[config.mk]
export PLATFORM = sky130hd
export DESIGN_NAME = werc_fifo
export DESIGN_NICKNAME = d
export VERILOG_FILES = /design/src/design/werc_pkg.sv /design/src/design/werc_fifo.sv
export SDC_FILE = /design/constraint.sdc
export NUM_CORES = 1
export LEC_CHECK = 0
export BUFFER_PORTS_ARGS = -buffer_cell sky130_fd_sc_hd__buf_2
export CORE_MARGIN = 2
export CORE_UTILIZATION = 55
export CTS_BUF_LIST = sky130_fd_sc_hd__clkbuf_8
export DETAILED_ROUTE_END_ITERATION = 10
export GPL_TIMING_DRIVEN = 0
export PLACE_DENSITY = 0.77
export SKIP_CTS_REPAIR_TIMING = 1
export SLEW_MARGIN = 10
export SYNTH_ARGS = -nofsm -noshare
export SYNTH_HDL_FRONTEND = slang
export SYNTH_SLANG_ARGS = --single-unit
[constraint.sdc]
create_clock -name clk -period 4.85 [get_ports clk]
set_input_delay 0.485 -clock clk [delete_from_list [all_inputs] [get_ports clk]]
set_output_delay 0.485 -clock clk [all_outputs]
set_load 0.01 [all_outputs]
[src/design/werc_pkg.sv]
// ----------------------------------------------------------------------------
// werc_pkg
// Widths, codes and defaults shared by the windowed event rate counter.
// ----------------------------------------------------------------------------
`default_nettype none

package werc_pkg;

	localparam int BUCKETS_DEF = 60;
	localparam int QUEUE_DEPTH = 4;

	localparam int KIND_W  = 2;
	localparam int NOW_W   = 32;
	localparam int CNT_W   = 32;
	localparam int TOTAL_W = 64;
	localparam int WIN_W   = 38;

	localparam int IN_DATA_W  = 32;
	localparam int OUT_USED_W = 2 * TOTAL_W + WIN_W;
	localparam int OUT_DATA_W = 168;

	localparam logic [CNT_W-1:0] CNT_MAX = '1;
	localparam logic [WIN_W-1:0] WIN_MAX = '1;

	typedef enum logic [KIND_W-1:0] {
		KIND_EVENT = 2'd0,
		KIND_FLUSH = 2'd1,
		KIND_QUERY = 2'd2
	} kind_t;

endpackage

`default_nettype wire

[src/design/werc_fifo.sv]
// ----------------------------------------------------------------------------
// werc_fifo
// Short item queue between the front and the back.
// ----------------------------------------------------------------------------
`default_nettype none

module werc_fifo import werc_pkg::*; #(
	parameter int DATA_W = 8,
	parameter int DEPTH = QUEUE_DEPTH
) (
	input  wire logic              clk,
	input  wire logic              arst_n,
	input  wire logic              in_valid,
	output logic                   in_ready,
	input  wire logic [DATA_W-1:0] in_data,
	output logic                   out_valid,
	input  wire logic              out_ready,
	output logic [DATA_W-1:0]      out_data
);

	localparam int PTR_W = (DEPTH > 1) ? $clog2(DEPTH) : 1;
	localparam logic [PTR_W-1:0] PTR_LAST = PTR_W'(DEPTH - 1);
	localparam logic [PTR_W:0]   CNT_FULL = (PTR_W + 1)'(DEPTH);

	logic [DATA_W-1:0] slot_q [DEPTH];
	logic [PTR_W-1:0]  wr_ptr_q;
	logic [PTR_W-1:0]  rd_ptr_q;
	logic [PTR_W:0]    count_q;
	logic              push;
	logic              pop;

	assign in_ready  = (count_q != CNT_FULL);
	assign out_valid = (count_q != '0);
	assign push      = in_valid && in_ready;
	assign pop       = out_valid && out_ready;
	assign out_data  = slot_q[rd_ptr_q];

	always_ff @(posedge clk or negedge arst_n) begin
		if (!arst_n) begin
			wr_ptr_q <= '0;
			rd_ptr_q <= '0;
			count_q  <= '0;
		end else begin
			if (push) begin
				wr_ptr_q <= (wr_ptr_q == PTR_LAST) ? '0 : wr_ptr_q + 1'b1;
			end
			if (pop) begin
				rd_ptr_q <= (rd_ptr_q == PTR_LAST) ? '0 : rd_ptr_q + 1'b1;
			end
			if (push && !pop) begin
				count_q <= count_q + 1'b1;
			end else if (pop && !push) begin
				count_q <= count_q - 1'b1;
			end
		end
	end

	always_ff @(posedge clk) begin
		if (push) begin
			slot_q[wr_ptr_q] <= in_data;
		end
	end

endmodule

`default_nettype wire

* Yosys cells after proc, flatten, opt, wreduce, memory -nomap -nowiden *
Memory sizes are Yosys's and may differ from the RTL's.
Cells that the tools add are included.

operators by class
  mux-type cells = 6
  add/sub/neg operators = 4
  equal/unequal tests = 3
  reductions and logical operators = 8

operator list
  cell                   number
  $mux W3                2
  $add A2 B1 Y2 const B  2
  $eq A2 B2 Y1 const B   2
  $logic_and A1 B1 Y1    4
  $mux W2                2
  $add A3 B1 Y3 const B  1
  $ne A3 B3 Y1 const B   1
  $reduce_bool A3 Y1     1
  $sub A3 B1 Y3 const B  1
  $logic_not A1 Y1       2
  $mux W1                2
  $reduce_bool A2 Y1     1

word-level totals
  output and inout port bits = 10
  flip-flop bits (word level) = 7
  input bits = 12
  memories kept = 1
  bits in writable memories = 32
  logic and storage cells = 25

memories
  memory  depth  width  read ports  clocked after memory_dff  wr ports  RTL line         RTL
  slot_q  4      8      1           0                         1         werc_fifo.sv:25  logic [DATA_W-1:0] slot_q [DEPTH];

* Logic depth before layout (Yosys ltp) *
  depth in word-level cells = 6
  depth in mapped cells = 8

* Least setup slack after synthesis *
OpenSTA, ideal clock, no wires.

  path type = reg-to-reg
  from = register count_q[2]
  to = register count_q[2]
  required time = 4.771 ns
  data arrival time = 1.885 ns
  slack = 2.885 ns
  path buffers = 0
  cell stages (with the launch flop) = 9
  clock period less this slack = 1.965 ns
  setup time = 0.079 ns
  cell sequence = dfrtp_1 > or3_4 > nand2_4 > ha_1 > inv_1 > fa_1 > xor2_1 > nor2_1 > xor2_1

on the way
  word-level cells in the longest chain between the ends = 5
  elaborated cells between the ends (all ways) = 13
  classes of those cells = add/sub (2); eq/ne (1); mux (2); reduce/logical (8)

RTL lines
  element                                               RTL line         RTL
  start: declaration                                    werc_fifo.sv:28  logic [PTR_W:0] count_q;
  start signal: assignment                              werc_fifo.sv:51  count_q <= count_q + 1'b1;
  start signal: assignment                              werc_fifo.sv:53  count_q <= count_q - 1'b1;
  $reduce_bool A3 Y1 (*)                                werc_fifo.sv:33  assign out_valid = (count_q != '0);
  via out_valid                                         werc_fifo.sv:16  output logic out_valid,
  $logic_and A1 B1 Y1 (*)                               werc_fifo.sv:35  assign pop = out_valid && out_ready;
  $logic_not A1 Y1                                      werc_fifo.sv:50  if (push && !pop) begin
  $logic_and A1 B1 Y1                                   werc_fifo.sv:50
  $mux W3 / $reduce_bool A2 Y1 (equally long branches)  -

Mark *: on every way through the listed nets, which the timed path passes. The rest lies on a longest branch. The select of a mux whose other input is x is not followed.
A chain may end at the register's enable or synchronous reset.

* Worst setup path after layout *
  from = register rd_ptr_q[0]
  to = output port out_data[0]

on the way
  word-level cells in the longest chain between the ends = 1

RTL lines
  element                   RTL line         RTL
  start: declaration        werc_fifo.sv:27  logic [PTR_W-1:0] rd_ptr_q;
  start signal: assignment  werc_fifo.sv:48  rd_ptr_q <= (rd_ptr_q == PTR_LAST) ? '0 : rd_ptr_q + 1'b1;
  $mem_v2 Z4 W8             -
  end: declaration          werc_fifo.sv:18  output logic [DATA_W-1:0] out_data

Every way passes these cells.

==> flow_summary_export.csv <==
group,metric,value,unit
run_status,status,"complete, no violations",
global_routing,antenna_found_initial,0,
power,p_switching,0.330,mW
die,initial_core_util,58.0,%
global_routing,grt_max_degree,12,
logic_synthesis,synth_top_family_by_area,"multiplexers",
logic_synthesis,synth-compound-area-share,0.704,%
timing,whs,16.7,ps
cells_and_area,syn_to_final_growth,14.1,%
power,p_leak,0.701,nW
die,core_area,2760,um^2
run,maxCapViolations,0,
placement,portBuffers,21,
timing,final.setup.tns,0,ps
power,ir_drop,0.423,mV
critical_path,max_stage_delay,550,ps
route,drt-initial-drc-count,20,
critical_path,crit_chain,"buf_2 -> mux4_2 -> buf_2",
timing,worstMarginPinSlew,503,ps
timing,fin_crit,2130,ps
logic_synthesis,ys_top_cells_by_area,"edfxtp_1 (60%), mux4_2 (11%), dfrtp_1 (11%), ha_1 (4.7%), mux2_2 (2.1%)",
placement,gp_congestion,0.687,
timing,fmax,470,MHz
clocking,cts.path.max_buffers,2,
power,p_per_area,588,nW/um^2
clocking,cts_made_buffers,5,
logic_synthesis,synthMuxAreaShare,15.3,%
timing,rsz0062_at_grt,"no",
cells_and_area,layout_commonest_cell,"edfxtp_1",
cells_and_area,layout_common_cells,"edfxtp_1 (32), buf_2 (22), mux4_2 (8)",
logic_synthesis,syn_inst,79,
placement,hpwl,1.61,mm
logic_synthesis,synth-simple-area-share,4.15,%
clocking,cts.sinks,39,
critical_path,worstPathRequired,4370,ps
critical_path,crit_path_start_kind,"flip-flop",
critical_path,crit_type,"reg2out",
critical_path,crit_buf_inv,2,
critical_path,crit_arrival,1640,ps
cells_and_area,final_nets,126,
critical_path,cp_top_family,"multiplexers",
logic_synthesis,yosysTopAreaCellShare,60.1,%
global_routing,grt_remaining_overflow,0,
timing,slew_violations,0,
power,combPwrFrac,35.0,%
power,power_frac_seq,46.2,%
clocking,cts_tree,"done",
die,die_x,57.9,um
logic_synthesis,syn_area_per_cell,20.2,um^2
route,finalWirelength,2.30,mm
critical_path,worstPathMaxFanout,10,
logic_synthesis,synth_largest_area_cell,"edfxtp_1",
logic_synthesis,synthAdderAreaFrac,5.95,%
logic_synthesis,syn_nets,98,
logic_synthesis,synth_warnings,0,
route,ant_nets,0,
clocking,clkTransAtPathRegs,70,ps
route,via_per_inst,5.47,
cells_and_area,final_layout_size_suffix_gt1_share,40.7,%
power,power.internal,0.743,mW
timing,slew_headroom,66.4,%
global_routing,grt_use_total,16.0,%
die,io_pins,22,
die,fp.dieH,57.9,um
timing,period_share,43.9,%
die,dieArea,3350,um^2
route,first_pass_iters,4,
logic_synthesis,synth_cell_types,18,
worst_hold_path,hp-class,"in2async",
logic_synthesis,synth_area,1600,um^2
logic_synthesis,synth_xor_xnor_area_share,1.64,%
clocking,clk_latency,280,ps
power,pwr-share-clk,18.8,%
critical_path,path_common_cell,"buf_2",
route,post_drt_wl_per_cell,16.5,um
critical_path,critPathSlowestCell,"mux4_2",
die,rows,19,
timing,skew,1.13,ps
clocking,cts-root-buf,"clkbuf_8",
global_routing,grt_pass1_vias,838,
logic_synthesis,ys_ff_latch,39,
timing,finalHoldViolCount,0,
clocking,htree_levels,2,
power,switching_share,30.7,%
route,drc_errors,0,
timing,finalSetupViolations,0,
global_routing,grt_pass1_wl,3.68,mm
route,dr_total_vias,760,
cells_and_area,antenna_cells,0,
logic_synthesis,ys_seq_area_share,71.0,%
critical_path,endpoint_kind,"primary output",
final timing paths:
check | cells after the start | to | slack [ps] | from
setup / recovery | 3 | out_data[0] | 2720 | rd_ptr_q[0]$_DFFE_PN0P_
hold / removal | 1 | rd_ptr_q[1]$_DFFE_PN0P_ | 20 | arst_n
setup reg to reg | 8 | count_q[2]$_DFFE_PN0P_ | 2800 | count_q[0]$_DFFE_PN0P_
hold reg to reg | 1 | count_q[2]$_DFFE_PN0P_ | 550 | count_q[2]$_DFFE_PN0P_
max in group asynchronous | 1 | count_q[2]$_DFFE_PN0P_ | 4680 | arst_n
min in group clk | 1 | slot_q[2][7]$_DFFE_PP_ | 410 | in_data[7]
cells in the mapped netlist:
library cell and count:
edfxtp_1 32, mux4_2 8, dfrtp_1 7, ha_1 6, and2_1 4, nor2_1 4, inv_1 3, mux2_2 3
mux2_4 2, xor2_1 2, a21boi_2 1, buf_2 1, clkbuf_1 1, fa_1 1, nand2_1 1, nand2_4 1
or3_4 1, xnor2_1 1
worst reg2reg max path, stage by stage (launching register included):
cell	delay (ps)
dfrtp_1	440
or3_4	400
nand2_4	100
ha_1	180
inv_1	60
fa_1	370
xor2_1	150
nor2_1	110
xor2_1	160
cell type report:
cell class,instances,area (um^2)
buffer,2,8.76
clock buffer,5,68.8
clock inverter,3,12.5
fill,201,933
inverter,3,11.3
multi-input combinational,35,443
sequential,39,1140
tap,31,38.8
timing repair buffer,21,105
cell families (layout without fill, tap and decap cells):
family	after synthesis	count (layout)
AOI/OAI and AO/OA	1	1
DFF	39	39
xor gates and xnor gates	3	3
muxes	13	13
and+or+nand+nor	11	11
adders and majority gates	7	7
buffers and inverters	5	34
through the flow:
stage	total power, mW	area, um^2	util (%)	instances	worst slack, ps
2_1_floorplan	0.774	1600	-	79	2890
3_3_place_gp	0.870	1740	63.2	131	2850
3_5_place_dp	0.890	1740	63.2	131	2820
4_1_cts	1.09	1820	66.2	139	2690
5_1_grt	1.15	1820	66.2	139	2630
6_report	1.07	1820	66.2	139	2720
flip-flops by register name (all words and copies together) (netlist names):
name and count:
slot_q 32, wr_ptr_q 2, rd_ptr_q 2, count_q 3
per-layer routing:
metal	GRT usage [%]	routed length, um	share of wire, %	vias up
met5	0	0	0	-
met4	8.97	55	2.4	0
met3	4.91	91	4.0	7
met2	25.6	1160	50	18
met1	19.3	989	43	378
li1	-	-	-	357
power by group through the flow:
stage          logic, mW  clock network [mW]  registers, mW
2_1_floorplan      0.282                   0          0.492
3_3_place_gp       0.372                   0          0.498
3_5_place_dp       0.386                   0          0.504
4_1_cts            0.387               0.206          0.497
5_1_grt            0.420               0.220          0.506
6_report           0.375               0.202          0.496
(Power assumes the default switching activity.)
