===== src/design/werc_pkg.sv =====
// ----------------------------------------------------------------------------
// werc_pkg
// Widths, codes and defaults shared by the windowed event rate counter.
// ----------------------------------------------------------------------------
`default_nettype none

package werc_pkg;

	localparam int BUCKETS_DEF = 60;
	localparam int QUEUE_DEPTH = 4;

	localparam int KIND_W  = 2;
	localparam int NOW_W   = 32;
	localparam int CNT_W   = 32;
	localparam int TOTAL_W = 64;
	localparam int WIN_W   = 38;

	localparam int IN_DATA_W  = 32;
	localparam int OUT_USED_W = 2 * TOTAL_W + WIN_W;
	localparam int OUT_DATA_W = 168;

	localparam logic [CNT_W-1:0] CNT_MAX = '1;
	localparam logic [WIN_W-1:0] WIN_MAX = '1;

	typedef enum logic [KIND_W-1:0] {
		KIND_EVENT = 2'd0,
		KIND_FLUSH = 2'd1,
		KIND_QUERY = 2'd2
	} kind_t;

endpackage

`default_nettype wire


===== src/design/werc_front.sv =====
// ----------------------------------------------------------------------------
// werc_front
// Accepts items, drops unused kinds and works out the bucket index.
// ----------------------------------------------------------------------------
`default_nettype none

module werc_front import werc_pkg::*; #(
	parameter int BUCKETS = BUCKETS_DEF,
	localparam int IDX_W = $clog2(BUCKETS),
	localparam int ITEM_W = KIND_W + NOW_W + IDX_W
) (
	input  wire logic              clk,
	input  wire logic              arst_n,
	input  wire logic              s_tvalid,
	output logic                   s_tready,
	input  wire logic [NOW_W-1:0]  s_tdata,
	input  wire logic [KIND_W-1:0] s_tuser,
	output logic                   q_valid,
	input  wire logic              q_ready,
	output logic [ITEM_W-1:0]      q_data
);

	localparam int REM_W = IDX_W + 1;
	localparam logic [NOW_W-1:0] RECIP = NOW_W'((64'd1 << NOW_W) / BUCKETS);
	localparam logic [REM_W-1:0] B_REM = REM_W'(BUCKETS);

	logic                   move;
	logic                   kind_ok;
	logic [2*NOW_W-1:0]     prod;
	logic                   v_s1;
	logic                   v_s2;
	logic [KIND_W-1:0]      kind_s1;
	logic [KIND_W-1:0]      kind_s2;
	logic [NOW_W-1:0]       now_s1;
	logic [NOW_W-1:0]       now_s2;
	logic [NOW_W-1:0]       quot_s1;
	logic [REM_W-1:0]       qb_s2;
	logic [REM_W-1:0]       rem;
	logic [IDX_W-1:0]       idx;

	assign move     = !v_s2 || q_ready;
	assign s_tready = move;
	assign kind_ok  = (s_tuser == KIND_EVENT) || (s_tuser == KIND_FLUSH) ||
		(s_tuser == KIND_QUERY);

	// The quotient estimate is low by at most one, so the remainder below
	// needs a single conditional subtract.
	assign prod = {{NOW_W{1'b0}}, s_tdata} * {{NOW_W{1'b0}}, RECIP};

	always_ff @(posedge clk or negedge arst_n) begin
		if (!arst_n) begin
			v_s1 <= 1'b0;
			v_s2 <= 1'b0;
		end else if (move) begin
			v_s1 <= s_tvalid && kind_ok;
			v_s2 <= v_s1;
		end
	end

	always_ff @(posedge clk) begin
		if (move) begin
			kind_s1 <= s_tuser;
			now_s1  <= s_tdata;
			quot_s1 <= prod[2*NOW_W-1:NOW_W];
			kind_s2 <= kind_s1;
			now_s2  <= now_s1;
			qb_s2   <= REM_W'(quot_s1[REM_W-1:0] * B_REM);
		end
	end

	assign rem = now_s2[REM_W-1:0] - qb_s2;
	assign idx = (rem >= B_REM) ? IDX_W'(rem - B_REM) : rem[IDX_W-1:0];

	assign q_valid = v_s2;
	assign q_data  = {idx, now_s2, kind_s2};

endmodule

`default_nettype wire


===== config.mk =====
export PLATFORM = sky130hd
export DESIGN_NAME = werc_front
export DESIGN_NICKNAME = d
export VERILOG_FILES = /design/src/design/werc_pkg.sv /design/src/design/werc_front.sv
export SDC_FILE = /design/constraint.sdc
export NUM_CORES = 1
export LEC_CHECK = 0
export ABC_CLOCK_PERIOD_IN_PS = 3000
export BUFFER_PORTS_ARGS = -buffer_cell sky130_fd_sc_hd__buf_2
export CELL_PAD_IN_SITES_DETAIL_PLACEMENT = 2
export CELL_PAD_IN_SITES_GLOBAL_PLACEMENT = 2
export CORE_ASPECT_RATIO = 1.75
export CORE_MARGIN = 2
export CORE_UTILIZATION = 41
export DETAILED_ROUTE_END_ITERATION = 12
export HOLD_SLACK_MARGIN = 0.05
export PLACE_DENSITY = 0.88
export RECOVER_POWER = 25
export SETUP_SLACK_MARGIN = 0.2
export SYNTH_ARGS = -nofsm -noshare
export SYNTH_HDL_FRONTEND = slang
export SYNTH_SLANG_ARGS = --single-unit
export TNS_END_PERCENT = 1

===== constraint.sdc =====
create_clock -name clk -period 3 [get_ports clk]
set_clock_uncertainty 0.05 [all_clocks]
set_input_delay 0.15 -clock clk [delete_from_list [all_inputs] [get_ports clk]]
set_output_delay 0.15 -clock clk [all_outputs]
set_load 0.005 [all_outputs]

; ---- After elaboration in Yosys (flattened, before gate mapping)
; Index checks and enable logic that the tools add are counted.
[totals]
wordCells = 22
reg_bits = 82
latchBits = 0
ramBits = 0
inputBits = 38
n_memories = 0
rom_bits = 0
[op_classes]
eq_ne = 2
shifts = 0
multipliers = 2
n_lt_le_gt_ge = 1
div_mod_pow = 0
mux = 1
bitwise = 0
addsub = 2
n_reduce_logical = 6
[op_table]
columns = op, n
row1 = 32-bit by 25-bit multiplier with 37-bit output (second input constant), 1
row2 = 7-bit by 6-bit >= comparator with 1-bit output (second input constant), 1
row3 = 7-bit by 4-bit multiplier with 5-bit output (second input constant), 1
row4 = 7-bit subtractor, 1
row5 = 6-bit two-way mux, 1
row6 = 6-bit subtractor (second input constant), 1
row7 = 1-bit logical OR, 3
row8 = 2-bit by 1-bit equality test with 1-bit output (second input constant), 1
row9 = 2-bit equality test (second input constant), 1
row10 = 2-bit zero test, 1
row11 = 1-bit logical AND, 1
row12 = 1-bit zero test, 1

; ---- Longest topological paths before layout
[logic_depth]
word_depth = 4
mapped_depth = 17
mapped_depth_nobuf = 17

; ---- Worst setup path before layout
; Ideal clock, no wire load.
[synth_path]
path_type = in2reg
start = input port s_tdata[1]
end = register quot_s1[1] (data pin)
t_arrival_ps = 4645
required_time_ps = 2755
stages = 14
setup_slack_ps = -1890
cell_sequence = ha_1 -> fa_1 -> inv_1 -> fa_1 -> fa_1 -> fa_1 -> fa_1 -> inv_1 -> ha_1 -> a21oi_1 -> o211ai_1 -> a221o_1 -> or4_1 -> o311ai_0
[synth_via]
elab_chain_len = 1
[synth_lines]
columns = item, line_no
row1 = start: declaration, werc_front.sv:16  ; input wire logic [NOW_W-1:0] s_tdata,
row2 = 32-bit by 25-bit multiplier with 37-bit output, werc_front.sv:48  ; assign prod = {{NOW_W{1'b0}}, s_tdata} * {{NOW_W{1'b0}}, RECIP};
row3 = net prod[33], werc_front.sv:29  ; logic [2*NOW_W-1:0] prod;
row4 = end signal: assignment, werc_front.sv:64  ; quot_s1 <= prod[2*NOW_W-1:NOW_W];
row5 = end: declaration, werc_front.sv:36  ; logic [NOW_W-1:0] quot_s1;
; The timed path passes the listed nets, and every way through them passes these cells.
; A chain may end at the register's enable or synchronous reset.

; ---- Worst setup path after layout
[layout_path]
start = input port s_tdata[6]
end = register quot_s1[4] (data pin)
; Same word-level chain as after synthesis.

==> impl_metrics.csv <==
group,metric,value,unit
run_status,status,"finished with violations",
run_status,violations,"setup timing",
placement,placedCellCount,959,
synth,yosys_warnings,0,
die,start_util,41.5,%
drt,vias,5456,
cts,clock_sinks,80,
synth,synth_area,0.00700,sq mm
die,io_pins,80,
synth,synth_fp_nets,814,
synth,synthCells,571,
grt,first_global_vias,6694,
critical_path,cp_num_buf_inv,5,
synth,synthTopCellsByCount,"inv_1, ha_1, fa_1",
synth,ys.flop_type,"edfxtp_1",
synth,synth-edff-count,78,
die,die_h,177,um
synth,synth.distinct_cells,42,
critical_path,path_cells,"clkbuf_4, ha_4, inv_1, fa_1, inv_1, fa_1, inv_1, fa_2, fa_1, fa_1, inv_1, ha_4, nand2_4, nor4_4, o211ai_1, o21ai_2, xnor2_1",
grt,grt_max_degree,56,
grt,antenna_found_initial,0,
die,die_w,103,um
synth,synth_top_area_share,33.4,%
power,p_sw_share,48.1,%
sta,worst_slew_pin_slew,0.827,ns
sta,timing.final.max_slew_violations,0,
cts,htreeDepth,3,
drt,wire_per_inst,33.2,um
sta,finalCritPeriodShare,163,%
cts,cts-buffers-inserted,9,
synth,synth_top_area_cell,"edfxtp_1",
placement,port_buffers,79,
sta,final_hold_viol_count,0,
flow_run,cap_violations,0,
final_layout,finalNetCount,1001,
critical_path,cpMaxStageDelayCell,"fa_2",
final_layout,areaGrowthSynthToFinish,31.7,%
drt,initialDrtViolationCount,329,
critical_path,cp-end-kind,"register",
synth,ys_seq_elements,80,
sta,setup-violations-final,9,
synth,yosysMostFrequentCell,"inv_1",
grt,grt_pass1_wl,46700,um
power,finalPower,12200,uW
final_layout,drive_gt1_share,30.5,%
final_layout,fin_cells,990,
critical_path,cp.arrival,4.90,ns
final_layout,antennaDiodeCount,0,
grt,grt.total_usage,37.6,%
power,peakVddDrop,555,uV
cts,clockBufferDepth,2,
power,p_leak,0.00446,uW
die,fp.coreArea,0.0169,sq mm
critical_path,cp-start-kind,"input port",
cts,cts_tree,"done",
power,power_density,1330,mW/mm^2
synth,syn_avg_cell_area,12.3,sq um
placement,dp_hpwl,22600,um
power,p_switching,5900,uW
power,clock_power_share,11.1,%
sta,maxSlewHeadroom,44.8,%
grt,overflow,0,
final_layout,regArea,0.00239,sq mm
placement,place_ws,-2.64,ns
critical_path,worst-path-max-fanout,3,
critical_path,cp_slowest_stage_delay,0.56,ns
die,placementRows,63,
critical_path,crit_family,"adder cells",
power,intPower,6350,uW
cts,cts_root_buf,"clkbuf_16",
sta,setup_slack,-1.88,ns
drt,drt_pre_antenna_iters,5,
final_layout,n_fill_cell,1654,
drt,routed_via_density,5.51,
sta,setup_tns,-9.89,ns
synth,async_flop_share,2.50,%
critical_path,required,3.02,ns
sta,min_period,4.88,ns
synth,synthTopCellsByArea,"edfxtp_1, fa_1, ha_1",
cts,clkTransAtPathRegs,0.07,ns
drt,totalWireLength,32800,um
worst_hold_path,min_path_type,"in -> reg",
drt,antenna_left,0,
sta,rsz0062_at_grt,"yes",
placement,globalplace.congestion,0.908,
drt,drc,0,
sta,timing.fmax,205,MHz
final_layout,multi_input_area,0.00435,sq mm
power,p_comb_share,74.8,%
final_layout,final_util,54.7,%
cts,clk_latency,0.35,ns
power,seqPwrFrac,14.2,%
die,die_area,0.0182,sq mm
synth,synth_seq_area_share,34.2,%
critical_path,crit_type,"in -> reg",
[power groups by stage]
stage / clock [uW] / combinational [uW] / sequential (uW)
final: 1360 / 9160 / 1730
after global routing: 1400 / 9540 / 1750
after CTS: 1340 / 8210 / 1730
after detailed placement: 0 / 7130 / 1740
after global placement: 0 / 6050 / 1710
after floorplan: 0 / 4120 / 1710
[final timing paths]
check | startpoint | to | slack [ns] | cells past startpoint
setup / recovery | s_tdata[6] | quot_s1[4] | -1.88 | 17
hold / removal | s_tdata[6] | now_s1[6] | 0.06 | 1
setup reg to reg | quot_s1[2] | qb_s2[6] | 0.27 | 7
hold reg to reg | now_s1[7] | now_s2[7] | 0.39 | 0
max in group asynchronous | arst_n | q_valid | 2.56 | 2
min in group asynchronous | arst_n | v_s1 | 0.17 | 2
[timing repair]
| item | CTS | global route |
|---|---|---|
| pin swaps | 26 | 12 |
| buffers inserted | 7 | 0 |
| endpoints found under the hold margin | 8 | 1 |
| endpoints found under the setup margin | 10 | 9 |
| resized for setup | 49 | 17 |
| hold buffers | 7 | 1 |
[per-stage QoR]
stage,instance area [sq um],hold WS (ns)
6_report,9220,0.0576
5_1_grt,9220,0.0517
4_1_cts,9200,0.0519
3_5_place_dp,8510,-0.105
3_3_place_gp,8510,-0.113
2_1_floorplan,7170,-0.196
[worst reg2reg max path, cell delays in order (launching register included)]
cell and delay (ns):
edfxtp_1 0.48, fa_1 0.66, inv_2 0.05, fa_1 0.49, inv_1 0.06, fa_2 0.37
xnor2_2 0.15, xnor2_1 0.15
[registers in the layout (all words and copies together), names as in the netlist]
name	cells
kind_s1	2
quot_s1	5
v_s1	1
kind_s2	2
now_s1	32
q_valid	1
now_s2	32
qb_s2	5
[kinds of logic (layout without fill, tap and decap cells)]
logic type | count (synthesis) | count (layout) | synth area share, %
multiplexers | 2 | 2 | 0.304
buffers and inverters | 174 | 366 | 9.43
AND/OR/NAND/NOR | 40 | 40 | 3.16
AO/OA/AOI/OAI | 44 | 44 | 4.18
adder cells (fa/ha/maj) | 205 | 205 | 45.5
XOR/XNOR | 26 | 26 | 3.25
flip-flops | 80 | 80 | 34.2
[per-layer routing]
layer  GRT usage, %  share of wire, %  up-vias
met3           5.57               4.1      167
met1           37.8                33     2784
li1               -                 -     2224
met4           29.7               9.6        0
met2           66.9                54      281
met5              0                 0        -
[placed cells by master (no fill, tap or decap), types with 3 or more instances in the layout]
cell type | netlist | routed
inv_1 | 172 | 163
ha_1 | 122 | 104
edfxtp_1 | 78 | 78
buf_4 | 2 | 75
fa_1 | 83 | 71
buf_2 | 0 | 70
xnor2_1 | 22 | 21
ha_4 | 0 | 17
clkbuf_1 | 0 | 15
fa_2 | 0 | 12
clkbuf_16 | 0 | 9
inv_2 | 0 | 8
a21oi_1 | 12 | 8
dlygate4sd3_1 | 0 | 8
nand3_1 | 8 | 7
o21ai_0 | 9 | 5
nand4_1 | 4 | 4
nand2_1 | 5 | 4
a21oi_2 | 1 | 4
o21ai_1 | 2 | 4
nor2_1 | 6 | 4
xor2_1 | 4 | 4
buf_12 | 0 | 4
nand2b_1 | 4 | 3
bufinv_16 | 0 | 3
[cell type report]
cell class,instances,area share (%)
clock inverters,6,1.25
well taps,227,3.08
multi-input cells,317,47.1
inverters,172,7.03
repair buffers,178,13.0
clock buffers,10,2.59
flip-flops and latches,80,25.9
Power figures use the tool's default switching activity.
